<file path="src/rtl/tcsb_pkg.sv">
// Package for the text console scrollback engine: geometry constants,
// character codes, action codes and the controller/datapath interface structs.
// No dependencies.
`default_nettype none

package tcsb_pkg;

  localparam int unsigned SCREEN_COLS  = 80;
  localparam int unsigned SCREEN_ROWS  = 25;
  localparam int unsigned BUFFER_LINES = 64;

  localparam int unsigned BUF_CELLS  = BUFFER_LINES * SCREEN_COLS;
  localparam int unsigned VIEW_ROWS  = (SCREEN_ROWS < BUFFER_LINES) ? SCREEN_ROWS : BUFFER_LINES;
  localparam int unsigned VIEW_CELLS = VIEW_ROWS * SCREEN_COLS;
  localparam int unsigned COPY_CELLS = VIEW_CELLS - SCREEN_COLS;
  localparam int unsigned COPY_SRC   = BUF_CELLS + SCREEN_COLS - VIEW_CELLS;
  localparam int unsigned LOOP_LIMIT = BUFFER_LINES + 2;

  localparam int unsigned ADDR_W = $clog2(BUF_CELLS);
  localparam int unsigned POS_W  = $clog2(BUF_CELLS + VIEW_CELLS + 1);
  localparam int unsigned COL_W  = $clog2(SCREEN_COLS);
  localparam int unsigned CP_W   = $clog2(COPY_CELLS + 1);
  localparam int unsigned K_W    = $clog2(LOOP_LIMIT + 1);

  localparam int unsigned ACT_W  = 2;
  localparam int unsigned CH_W   = 8;
  localparam int unsigned FLD_W  = 13;
  localparam int unsigned CELL_W = 2 * CH_W;

  localparam logic [CH_W-1:0] CH_NEWLINE   = 8'd10;
  localparam logic [CH_W-1:0] CH_BACKSPACE = 8'd8;
  localparam logic [CH_W-1:0] CH_BLANK     = 8'd32;
  localparam logic [CH_W-1:0] COLOR_RESET  = 8'd7;

  typedef enum logic [ACT_W-1:0] {
    ACT_PRINT = 2'd0,
    ACT_UP    = 2'd1,
    ACT_DOWN  = 2'd2,
    ACT_READ  = 2'd3
  } tcsb_action_e;

  typedef struct packed {
    logic clr_step;
    logic load_in;
    logic print;
    logic view_up;
    logic view_down;
    logic rd_issue;
    logic rd_capture;
    logic copy_init;
    logic copy_step;
    logic ovf_finish;
    logic loop_step;
    logic blank_step;
    logic out_load;
  } tcsb_cmd_t;

  typedef struct packed {
    logic         clr_last;
    tcsb_action_e action;
    logic         overflow;
    logic         in_view;
    logic         k_at_limit;
    logic         vu_changed;
    logic         copy_done;
    logic         blank_last;
    logic         out_free;
  } tcsb_sts_t;

endpackage

`default_nettype wire

</file>
<file path="src/rtl/tcsb_ctrl.sv">
// Controller of the console engine: sequences clear pass, actions, overflow
// copy, line blanking and scroll loop. Uses tcsb_pkg.
`default_nettype none

module tcsb_ctrl import tcsb_pkg::*; (
  input  wire logic      clk_i,
  input  wire logic      rst_ni,
  input  wire tcsb_sts_t sts_i,
  output tcsb_cmd_t      cmd_o,
  input  wire logic      in_valid_i,
  output logic           in_ready_o
);

  typedef enum logic [2:0] {
    S_CLEAR,
    S_IDLE,
    S_DISPATCH,
    S_READ,
    S_CHECK,
    S_COPY,
    S_BLANK,
    S_DONE
  } state_e;

  state_e state_q, state_d;

  always_comb begin
    state_d    = state_q;
    cmd_o      = '0;
    in_ready_o = 1'b0;
    case (state_q)
      S_CLEAR: begin
        cmd_o.clr_step = 1'b1;
        if (sts_i.clr_last) begin
          state_d = S_IDLE;
        end
      end
      S_IDLE: begin
        in_ready_o = 1'b1;
        if (in_valid_i) begin
          cmd_o.load_in = 1'b1;
          state_d       = S_DISPATCH;
        end
      end
      S_DISPATCH: begin
        case (sts_i.action)
          ACT_PRINT: begin
            cmd_o.print = 1'b1;
            state_d     = S_CHECK;
          end
          ACT_UP: begin
            cmd_o.view_up = 1'b1;
            state_d       = S_DONE;
          end
          ACT_DOWN: begin
            cmd_o.view_down = 1'b1;
            state_d         = S_DONE;
          end
          ACT_READ: begin
            cmd_o.rd_issue = 1'b1;
            state_d        = S_READ;
          end
          default: begin
            state_d = S_DONE;
          end
        endcase
      end
      S_READ: begin
        cmd_o.rd_capture = 1'b1;
        state_d          = S_DONE;
      end
      S_CHECK: begin
        if (sts_i.overflow) begin
          cmd_o.copy_init = 1'b1;
          state_d         = S_COPY;
        end else if (sts_i.in_view || sts_i.k_at_limit || !sts_i.vu_changed) begin
          state_d = S_DONE;
        end else begin
          cmd_o.loop_step = 1'b1;
          state_d         = S_BLANK;
        end
      end
      S_COPY: begin
        if (sts_i.copy_done) begin
          cmd_o.ovf_finish = 1'b1;
          state_d          = S_BLANK;
        end else begin
          cmd_o.copy_step = 1'b1;
        end
      end
      S_BLANK: begin
        cmd_o.blank_step = 1'b1;
        if (sts_i.blank_last) begin
          state_d = S_CHECK;
        end
      end
      S_DONE: begin
        if (sts_i.out_free) begin
          cmd_o.out_load = 1'b1;
          state_d        = S_IDLE;
        end
      end
      default: begin
        state_d = S_IDLE;
      end
    endcase
  end

  always_ff @(posedge clk_i or negedge rst_ni) begin
    if (!rst_ni) begin
      state_q <= S_CLEAR;
    end else begin
      state_q <= state_d;
    end
  end

endmodule

`default_nettype wire

</file>
<file path="config.mk">
export PLATFORM = sky130hd
export DESIGN_NAME = tcsb_ctrl
export DESIGN_NICKNAME = d
export VERILOG_FILES = /design/src/rtl/tcsb_pkg.sv /design/src/rtl/tcsb_ctrl.sv
export SDC_FILE = /design/constraint.sdc
export NUM_CORES = 1
export LEC_CHECK = 0
export BUFFER_PORTS_ARGS = -buffer_cell sky130_fd_sc_hd__buf_2
export CORE_AREA = 2 2 39 41
export CTS_CLUSTER_DIAMETER = 100
export DETAILED_ROUTE_END_ITERATION = 7
export DIE_AREA = 0 0 41 43
export PLACE_DENSITY = 0.66
export SLEW_MARGIN = 10
export SYNTH_ARGS = -nofsm -noshare
export SYNTH_HDL_FRONTEND = slang
export SYNTH_SLANG_ARGS = --single-unit
export TNS_END_PERCENT = 30
</file>
<file path="constraint.sdc">
create_clock -name clk_i -period 2.3 [get_ports clk_i]
set_input_delay 0.46 -clock clk_i [delete_from_list [all_inputs] [get_ports clk_i]]
set_output_delay 0.46 -clock clk_i [all_outputs]
set_load 0.05 [all_outputs]
</file>
Word level (Yosys, flattened, before mapping)

Index checks and enable logic that the tools add are counted.

Equal/unequal tests: 15
Reduce and logical (&&, ||, !) cells: 7
Multiplexer cells: 30

Operators with widths:

| operator           | count |
|---|---|
| $pmux 3 s8         | 1 |
| $mux 1             | 20 |
| $mux 3             | 6 |
| $eq 3x3->1 const B | 4 |
| $ne 2x2->1 const B | 5 |
| $pmux 3 s3         | 1 |
| $eq 3x2->1 const B | 2 |
| $reduce_and 5->1   | 1 |
| $eq 2x2->1 const B | 2 |
| $mux 4             | 1 |
| $eq 3x1->1 const B | 1 |
| $logic_not 3->1    | 1 |
| $eq 2x1->1 const B | 1 |
| $logic_not 2->1    | 1 |
| $logic_or 1x1->1   | 2 |
| $mux 2             | 1 |
| $reduce_or 2->1    | 1 |
| $logic_not 1->1    | 1 |

Input port bits: 13
Logic and storage cells: 53
Output and inout bits: 14
Flip-flop bits (word level): 3

Logic depth before layout (Yosys ltp)

Gate-level depths: netlist of run 1.

Word-level depth: 5
Depth in mapped cells: 5
Mapped depth without buffers: 4

Worst setup path after synthesis of run 1

Ideal clock, no wire load.

Kind: register -> output
From: register state_q[0]
To: output port cmd_o[11] (netlist bit)
Data arrival time: 2.229 ns
Buffers on the path: 1
Setup slack: -0.389 ns
Stages on the path, launching flop included: 5
Data required time: 1.840 ns
Path through: dfrtp_1 -> buf_6 -> inv_1 -> nor3_1 -> and2_1

RTL lines:

| item                   | line             | text |
|---|---|---|
| from (decl)            | tcsb_ctrl.sv:25  | `state_e state_q, state_d;` |
| from (signal assigned) | tcsb_ctrl.sv:113 | `state_q <= state_d;` |
| to (decl)              | tcsb_ctrl.sv:9   | `output tcsb_cmd_t cmd_o,` |

==> results_dict.tcl, run 1 <==
set metrics [dict create \
    run_status "completed" \
    worstSkewPairLatency_ns 0.24 \
    setup_violators_final 0 \
    syn-cell-area_um2 369 \
    sequentialPowerShare_pct 18.4 \
    grt_use_total_pct 13.8 \
    dp_hpwl_um 793 \
    die_area_mm2 0.00176 \
    comb_power_share_pct 67.9 \
    hold_buffer_count_at_cts 0 \
    slowest_stage "sky130_fd_sc_hd__or4b_2" \
    synthesis.instances 50 \
    timing.max_cap.violations 0 \
    reg2reg_slack_ns 0.56 \
    drive_gt1_share_pct 46.2 \
    worst_slack_ns 0.166 \
    max_vdd_drop_uv 655 \
    via_count_of_the_first_global_routing_pass 428 \
    clock-skew-final_ns 0.000148 \
    static-leakage-power_uw 0.000288 \
    p_int_uw 303 \
    dp_worst_setup_slack_ns 0.171 \
    post_syn_area_per_cell_um2 7.38 \
    timing.critical_path.fanout_max 3 \
    p_sw_uw 410 \
    timing.final.crit_period_ns 2.13 \
    drt_pass1_iterations 4 \
    routedWlPerCell_um 11.1 \
    ff_latch_area_um2 75.1 \
    syn_to_final_growth_pct 42.0 \
    timing.final.max_slew_violations 0 \
    warnings_synthesis 0 \
    timing.max_slew.rel_slack_pct 73.5 \
    diode_count 0 \
    highest_attainable_clock_frequency_ghz 0.469 \
    cts_htree_levels 1 \
    start_util_pct 26.7 \
    rsz0062_at_grt "false" \
    gp_routability_congestion 0.778 \
    overflow 0 \
    post_drt_via_cell_ratio 5.07 \
    post_cts.resized_instances 0 \
    tritoncts "built" \
    number_of_nets_at_the_end_of_the_flow 92 \
    cp_data_required_time_ns 1.84 \
    io_pins 27 \
    cpPeakStageDelay_ns 0.68 \
    ratio_of_total_power_to_cell_area_mw_per_mm2 1360 \
    drt_iter0_drc 11 \
    timing.critical_path.max_delay_family "simple AND/OR/NAND/NOR gates" \
    numClockSinks 3 \
    biggest_regs "state_q x3" \
    synth_sequential_area_ratio_pct 20.3 \
    period_share_pct 92.8 \
    timing.setup.critical_path_class "in2out" \
    grt_max_degree 14 \
    critical_path_buf_inv_count 2 \
    netlist-cell-type-count 23 \
    antenna_left 0 \
    timing.critical_path.to_type "output port" \
    critical_path.cell_chain "buf_2 > or4b_2 > nor3_1 > buf_2" \
    total_area_of_multi_input_combinational_cells_um2 246 \
    max_reg_flops 3 \
    worst_setup_path_start_kind "primary input" \
    route.vias.total 477 \
    final.fill_count 156 \
    fp-row-count 14 \
    die_width_um 41 \
    worst_pin_slew_ns 0.397 \
    synth_nets 63 \
    class_of_the_tightest_hold_or_removal_check "in2async" \
    cp.arrival_ns 1.67 \
    power.clock.fraction_pct 13.7 \
    clock_tree.root_cell "sky130_fd_sc_hd__clkbuf_4" \
    switching_share_pct 57.6 \
    ys_ff_latch 3 \
    grt_pass1_wl_um 1630 \
    dp_cells 90 \
    core-area_mm2 0.00138 \
    top_register "state_q" \
    setup_tns_ns 0 \
    clk_path_buf_depth 2 \
    final_cell_count_no_fill 94 \
    drc 0 \
    placement.io_buffers 26 \
    routed_wl_um 1040 \
    number_of_antenna_violations_at_the_first_check_in_global_routing 0 \
    cp_common_cell "sky130_fd_sc_hd__buf_2" \
    dieHeight_um 43 \
    final_hold_viol_count 0 \
    cts_made_buffers 3 \
    clkTransAtPathRegs_ns 0.04 \
    post_cts_setup_repair_buffer_count 0 \
]
==> cells by family (layout without fill, tap and decap cells) <==
logic type,count (synthesis),in the layout,synth area share [%]
simple gates,29,29,45.8
compound gates,10,10,19.7
buf+inv,8,36,14.2
flops,3,3,20.3
==> layer usage <==
metal	GRT usage, %	wire (um)	up-vias
li1	-	-	240
met1	16.6	445	210
met4	10.0	19	0
met5	0	0	-
met3	3.14	111	2
met2	20.3	467	25
==> Yosys cell counts <==
library cell | n | share of area [%]
sky130_fd_sc_hd__o221ai_1 | 1 | 2.4
sky130_fd_sc_hd__o21ai_0 | 1 | 1.4
sky130_fd_sc_hd__and3_2 | 2 | 4.1
sky130_fd_sc_hd__nor4_1 | 1 | 1.7
sky130_fd_sc_hd__and2_4 | 1 | 2.4
sky130_fd_sc_hd__and4bb_1 | 1 | 3.4
sky130_fd_sc_hd__nand2b_1 | 1 | 1.7
sky130_fd_sc_hd__a221o_1 | 1 | 2.7
sky130_fd_sc_hd__inv_1 | 5 | 5.1
sky130_fd_sc_hd__a21oi_1 | 3 | 4.1
sky130_fd_sc_hd__o31ai_1 | 2 | 4.1
sky130_fd_sc_hd__or4b_2 | 1 | 2.7
sky130_fd_sc_hd__buf_6 | 3 | 9.2
sky130_fd_sc_hd__dfrtp_1 | 3 | 20
sky130_fd_sc_hd__nor3b_1 | 3 | 6.1
sky130_fd_sc_hd__a31o_2 | 1 | 2.4
sky130_fd_sc_hd__a2111oi_1 | 1 | 2.7
sky130_fd_sc_hd__nor3_1 | 7 | 9.5
sky130_fd_sc_hd__or2b_1 | 1 | 2.0
sky130_fd_sc_hd__nand2_1 | 2 | 2.0
sky130_fd_sc_hd__nand3_1 | 1 | 1.4
sky130_fd_sc_hd__and2_1 | 1 | 1.7
sky130_fd_sc_hd__nor2_1 | 7 | 7.1
==> through the flow <==
stage / instance area, um^2 / hold WS [ns] / util (%) / power (uW)
final: 524 / 0.00383 / 37.9 / 713
after global routing: 524 / 0.0116 / 37.9 / 763
after CTS: 524 / 0.00409 / 37.9 / 709
after detailed placement: 498 / 0.256 / 36.0 / 610
after global placement: 498 / 0.256 / 36.0 / 608
after floorplan: 374 / 0.164 / - / 544
==> power by group through the flow <==
stage	combinational, uW	clock [uW]	sequential, uW
2_1_floorplan	444	0	99.9
3_3_place_gp	478	0	130
3_5_place_dp	480	0	130
4_1_cts	482	97.9	129
5_1_grt	523	101	139
6_report	484	97.3	131
==> area by class of cell <==
| type | instances | area share, % |
|---|---|---|
| flip-flops and latches | 3 | 14.3 |
| clock buffers | 4 | 5.01 |
| well taps | 16 | 3.82 |
| repair buffers | 27 | 26.3 |
| inverters | 5 | 3.58 |
| multi-input cells | 39 | 47.0 |
==> path summary, 6_finish.rpt <==
| path | from | endpoint | cells after the start |
|---|---|---|---|
| setup / recovery | sts_i[6] | cmd_o[2] | 4 |
| hold / removal | rst_ni | state_q[2] | 1 |
| setup reg to reg | state_q[1] | state_q[1] | 3 |
| hold reg to reg | state_q[0] | state_q[0] | 2 |
| max in group asynchronous | rst_ni | state_q[0] | 1 |
| min in group clk_i | sts_i[0] | state_q[2] | 3 |
==> layout by cell type (no fill, tap or decap), types with 2 or more instances in the layout <==
cell                       count
sky130_fd_sc_hd__inv_1         5
sky130_fd_sc_hd__clkbuf_4      3
sky130_fd_sc_hd__and3_2        2
sky130_fd_sc_hd__nor3b_1       3
sky130_fd_sc_hd__buf_2        26
sky130_fd_sc_hd__dfrtp_1       3
sky130_fd_sc_hd__o31ai_1       2
sky130_fd_sc_hd__nor3_1        6
sky130_fd_sc_hd__nand2_1       2
sky130_fd_sc_hd__a21oi_1       3
sky130_fd_sc_hd__nor2_1        7
(Power assumes the default switching activity.)
==> run 2: changes to the inputs <==
ABC_AREA = 1   (was unset)
CTS_BUF_LIST = sky130_fd_sc_hd__clkbuf_16   (was unset)
PLACE_DENSITY = 0.78   (was 0.66)
==> run 2 against run 1 <==
Effect of this change: clock-buffer cell count shrank 1; hold slack better by 0.028 ns; clock power rose to 2.8 times the previous value; cell count rose by 36%; flip-flop and latch count did not move; die area stayed put; critical endpoint is now cmd_o[9]; largest power group unchanged.
==> results_dict.tcl, run 2 <==
set metrics [dict create \
    io_pins 27 \
    numClockSinks 3 \
    cts_made_buffers 3 \
    synth_nets 98 \
    clock_tree.root_cell "sky130_fd_sc_hd__clkbuf_16" \
    synth.top_cells.by_area "sky130_fd_sc_hd__nand2_1 17%, sky130_fd_sc_hd__dfrtp_1 14%, sky130_fd_sc_hd__nor2_1 10%" \
    diode_count 0 \
    critical_path.cell_chain "nand2_2 > nor2_4 > inv_2 > nor3_1 > buf_2" \
    dp_hpwl_um 972 \
    yosys.area.top_type "sky130_fd_sc_hd__nand2_1" \
    power.clock.fraction_pct 23.7 \
    timing.max_slew.rel_slack_pct 64.5 \
    yosys_most_used_dff "sky130_fd_sc_hd__dfrtp_1" \
    via_count_of_the_first_global_routing_pass 557 \
    top_register "state_q" \
    setup_tns_ns 0 \
    drive_gt1_share_pct 42.0 \
    routedWlPerCell_um 9.59 \
    cpPeakStageDelay_ns 0.63 \
    core-area_mm2 0.00138 \
    final_hold_viol_count 0 \
    critical_path_buf_inv_count 2 \
    synthesis.instances 85 \
    timing.final.max_slew_violations 0 \
    cp.arrival_ns 1.62 \
    grt_max_degree 11 \
    dp_cells 124 \
    number_of_enable_type_register_cells_in_the_synthesized_netlist 0 \
    timing.max_cap.violations 0 \
    antenna_left 0 \
    overflow 0 \
    post_cts_setup_repair_buffer_count 0 \
    die_area_mm2 0.00176 \
    setup_violators_final 0 \
    worst_setup_path_start_kind "flip-flop" \
    drt_iter0_drc 4 \
    syn_to_final_growth_pct 37.4 \
    drc 0 \
    ys_top_cells_by_count "24 x sky130_fd_sc_hd__nand2_1, 14 x sky130_fd_sc_hd__nor2_1, 12 x sky130_fd_sc_hd__inv_1" \
    number_of_antenna_violations_at_the_first_check_in_global_routing 0 \
    timing.setup.critical_path_class "reg2out" \
    finish.utilization_pct 51.8 \
    slowest_stage "sky130_fd_sc_hd__dfrtp_1" \
    ratio_of_total_power_to_cell_area_mw_per_mm2 1600 \
    comb_power_share_pct 58.8 \
    highest_attainable_clock_frequency_ghz 0.480 \
    max_reg_flops 3 \
    biggest_regs "state_q x3" \
    timing.critical_path.max_delay_family "flip-flops" \
    timing.critical_path.to_type "output port" \
    ys_ff_latch 3 \
    netlist-cell-type-count 20 \
    fp-row-count 14 \
    synthArstFlopShare_pct 100 \
    warnings_synthesis 0 \
    hold_buffer_count_at_cts 0 \
    synth_sequential_area_ratio_pct 14.4 \
    clk_path_buf_depth 2 \
    run_status "completed" \
    switching_share_pct 55.8 \
    dieHeight_um 43 \
    die_width_um 41 \
    period_share_pct 90.5 \
    clock-skew-final_ns 0.000244 \
    timing.critical_path.fanout_max 10 \
    clkTransAtPathRegs_ns 0.03 \
    rsz0062_at_grt "false" \
    start_util_pct 37.7 \
    gp_routability_congestion 0.772 \
    timing.final.crit_period_ns 2.08 \
    final_cell_mix "26 x sky130_fd_sc_hd__buf_2, 24 x sky130_fd_sc_hd__nand2_1, 14 x sky130_fd_sc_hd__nor2_1" \
    class_of_the_tightest_hold_or_removal_check "in2async" \
    route.vias.total 583 \
    tritoncts "built" \
    leading_cell_type_in_the_layout_fill_and_taps_excluded "sky130_fd_sc_hd__buf_2" \
    max_vdd_drop_uv 698 \
    post_drt_via_cell_ratio 4.55 \
    grt_use_total_pct 16.5 \
    final_cell_count_no_fill 128 \
    routed_wl_um 1230 \
    synthMostInstantiatedCell "sky130_fd_sc_hd__nand2_1" \
    sequentialPowerShare_pct 17.5 \
    post_syn_area_per_cell_um2 6.14 \
    cts_htree_levels 1 \
    drt_pass1_iterations 4 \
    number_of_nets_at_the_end_of_the_flow 126 \
    post_cts.resized_instances 0 \
    grt_pass1_wl_um 2070 \
    placement.io_buffers 26 \
    worstSkewPairLatency_ns 0.22 \
    cp_data_required_time_ns 1.84 \
    yosysTopAreaCellShare_pct 17.3 \
    p_sw_uw 641 \
    p_int_uw 507 \
    syn-cell-area_um2 522 \
    worst_pin_slew_ns 0.533 \
    static-leakage-power_uw 0.000444 \
]
-- run 2: cell count changes after synthesis, sizes merged, moves of 3 or more --
cell,before,now
inv,5,17
nand2,2,27
nand3,1,9
nor2,7,19
nor3,7,3
nor3b,3,0
-- run 2: layout make-up --
class | instances | area, um^2
Timing Repair Buffer | 26 | 130
Inverter | 17 | 78.8
Clock buffer | 3 | 75.1
Multi-Input combinational cell | 62 | 334
Clock inverter | 1 | 3.75
Fill cell | 148 | 667
Tap cell | 16 | 20.0
Sequential cell | 3 | 75.1
-- run 2: logic make-up (layout without fill, tap and decap cells) --
kind of cell / count (synthesis) / after routing / synth area share (%)
DFF: 3 / 3 / 14.4
buffers and inverters: 20 / 47 / 21.6
AOI/OAI and AO/OA: 3 / 3 / 2.88
and+or+nand+nor: 59 / 59 / 61.1
-- run 2: final timing paths --
check,from,end,slack [ns],cells after the start
worst max-delay path,state_q[1],cmd_o[9],0.22,5
min in group clk_i,sts_i[6],state_q[1],0.64,6
worst max register to register,state_q[2],state_q[1],0.92,7
max in group asynchronous,rst_ni,state_q[2],2.16,1
worst min register to register,state_q[0],state_q[0],0.78,2
worst min-delay path,rst_ni,state_q[1],0.03,1
-- run 2: layer usage --
layer | GRT usage, % | share of wire [%] | up-vias
met1 | 19.8 | 42 | 243
li1 | - | - | 309
met3 | 1.57 | 6.3 | 4
met2 | 28.4 | 50 | 27
met4 | 6.00 | 2.0 | 0
met5 | 0 | 0 | -
-- run 2: metrics by stage --
| stage | hold WS [ns] | setup slack, ns | power (uW) | instance area [um^2] |
|---|---|---|---|---|
| after floorplan | 0.164 | 0.0201 | 801 | 522 |
| after CTS | 0.0320 | 0.223 | 1160 | 717 |
| after detailed placement | 0.256 | 0.464 | 875 | 638 |
| after global placement | 0.256 | 0.474 | 858 | 638 |
| after global routing | 0.0384 | 0.0923 | 1230 | 717 |
| final | 0.0319 | 0.218 | 1150 | 717 |
-- run 2: power groups by stage --
stage / sequential, uW / combinational [uW] / clock [uW]
final: 201 / 675 / 272
after global routing: 214 / 742 / 274
after CTS: 201 / 684 / 271
after detailed placement: 202 / 674 / 0
after global placement: 196 / 662 / 0
after floorplan: 94.5 / 706 / 0
==> run 3: changes to the inputs <==
CELL_PAD_IN_SITES_DETAIL_PLACEMENT = 1   (was unset)
CELL_PAD_IN_SITES_GLOBAL_PLACEMENT = 1   (was unset)
CORE_AREA = 2 2 45 47   (was 2 2 39 41)
DIE_AREA = 0 0 47 49   (was 0 0 41 43)
PLACE_DENSITY = 0.86   (was 0.78)
SETUP_SLACK_MARGIN = 0.4   (was unset)
SKIP_CTS_REPAIR_TIMING = 1   (was unset)
==> run 3 against run 2 <==
Effect of this change: critical path depth unchanged; hold slack got worse by 0.010 ns; sequential share of layout area decreased by 0.88 points; wire length increased by 40%; final area increased by 15%; flip-flop and latch count unchanged; worst setup slack improved by 0.17 ns; clock skew increased by 0.0024 ns; global-route usage decreased by 1.4 points.
==> results_dict.tcl, run 3 (synthesis results as in run 2) <==
set metrics [dict create \
    syn_to_final_growth_pct 57.6 \
    static-leakage-power_uw 0.000491 \
    dp_cells 135 \
    worst_pin_slew_ns 0.260 \
    core-area_mm2 0.00184 \
    final.fill_count 263 \
    drt_pass1_iterations 3 \
    number_of_antenna_violations_at_the_first_check_in_global_routing 0 \
    timing.final.crit_period_ns 1.91 \
    run_status "completed" \
    timing.setup.critical_path_class "reg2out" \
    timing.max_slew.rel_slack_pct 82.5 \
    clk_path_buf_depth 2 \
    gp_routability_congestion 0.780 \
    numClockSinks 3 \
    setup_violators_final 0 \
    antenna_left 0 \
    worstSkewPairLatency_ns 0.23 \
    top_register "state_q" \
    period_share_pct 83.0 \
    die_width_um 47 \
    timing.final.max_slew_violations 0 \
    ratio_of_total_power_to_cell_area_mw_per_mm2 1610 \
    routed_wl_um 1720 \
    dp_hpwl_um 1160 \
    start_util_pct 28.3 \
    timing.critical_path.to_type "output port" \
    final_hold_viol_count 0 \
    setup_tns_ns 0 \
    max_vdd_drop_uv 500 \
    fp-row-count 16 \
    total_area_of_multi_input_combinational_cells_um2 339 \
    clock_tree.root_cell "sky130_fd_sc_hd__clkbuf_16" \
    timing.critical_path.fanout_max 8 \
    clock-skew-final_ns 0.00262 \
    grt_use_total_pct 15.2 \
    dieHeight_um 49 \
    grt_pass1_wl_um 2500 \
    placement.io_buffers 26 \
    post_drt_via_cell_ratio 4.42 \
    overflow 0 \
    cp.arrival_ns 1.45 \
    clkTransAtPathRegs_ns 0.03 \
    number_of_nets_at_the_end_of_the_flow 136 \
    route.vias.total 658 \
    final_cell_count_no_fill 149 \
    class_of_the_tightest_hold_or_removal_check "in2async" \
    tritoncts "built" \
    finish.utilization_pct 44.6 \
    cts_made_buffers 3 \
    drc 0 \
    biggest_regs "state_q x3" \
    io_pins 27 \
    cts_htree_levels 1 \
    via_count_of_the_first_global_routing_pass 597 \
    rsz0062_at_grt "true" \
    final_cell_mix "24 x sky130_fd_sc_hd__nand2_1, 23 x sky130_fd_sc_hd__buf_2, 14 x sky130_fd_sc_hd__nor2_1" \
    ff_latch_area_um2 78.8 \
    highest_attainable_clock_frequency_ghz 0.524 \
    leading_cell_type_in_the_layout_fill_and_taps_excluded "sky130_fd_sc_hd__nand2_1" \
    timing.max_cap.violations 0 \
    diode_count 0 \
    cp_data_required_time_ns 1.84 \
    grt_max_degree 11 \
    worst_setup_path_start_kind "flip-flop" \
    drt_iter0_drc 4 \
    die_area_mm2 0.00230 \
    max_reg_flops 3 \
    drive_gt1_share_pct 50.0 \
    routedWlPerCell_um 11.6 \
]
[run 3: cell count changes in the layout (fill, tap and decap cells not counted)]
cell	delta
sky130_fd_sc_hd__buf_4	+13
sky130_fd_sc_hd__buf_2	-3
sky130_fd_sc_hd__dfrtp_1	-3
sky130_fd_sc_hd__dfrtp_2	+3
sky130_fd_sc_hd__nor3_1	-1
sky130_fd_sc_hd__nor3_2	+1
[run 3: layout make-up]
class	count	area share (%)
clock buffers	3	9.13
multi-input cells	62	41.2
well taps	27	4.11
flip-flops and latches	3	9.59
clock inverters	1	0.457
inverters	17	9.59
repair buffers	36	25.9
[run 3: through the flow]
stage          cell area, um^2  setup WS [ns]  hold slack [ns]  power (uW)
4_1_cts                    731          0.179           0.0229        1170
3_5_place_dp               652          0.424            0.258         887
5_1_grt                    822          0.327           0.0247        1420
6_report                   822          0.391           0.0215        1330
3_3_place_gp               652          0.467            0.259         866
2_1_floorplan              522         0.0201            0.164         801
[run 3: worst max-delay path, cell delays in order, from the launching register on]
cell	delay [ns]
sky130_fd_sc_hd__dfrtp_2	0.49
sky130_fd_sc_hd__inv_6	0.07
sky130_fd_sc_hd__nor3_2	0.21
sky130_fd_sc_hd__inv_1	0.09
sky130_fd_sc_hd__nor2_1	0.09
sky130_fd_sc_hd__buf_2	0.26
[run 3: worst paths after layout]
kind                            startpoint          to  slack [ns]  depth (start not counted)
worst min-delay path                rst_ni  state_q[2]        0.02                          1
min in group clk_i              state_q[1]  state_q[1]        0.57                          2
max in group asynchronous           rst_ni  state_q[0]        2.16                          1
worst min register to register  state_q[1]  state_q[1]        0.57                          2
worst max-delay path            state_q[2]    cmd_o[5]        0.39                          5
worst max register to register  state_q[1]  state_q[0]        0.92                          8
[run 3: report_power, final]
part | leakage (uW) | switching (uW) | internal [uW]
Combinational | 0.000416 | 581 | 306
Clock | 0.0000423 | 52.6 | 225
Sequential | 0.0000327 | 73.4 | 89.3
[run 3: per-layer routing]
metal / vias to the layer above / track usage, % / share of wire (%)
li1: 331 / - / -
met1: 306 / 19.1 / 40
met2: 18 / 22.4 / 54
met3: 3 / 3.33 / 3.5
met4: 0 / 9.72 / 1.7
met5: - / 0 / 0
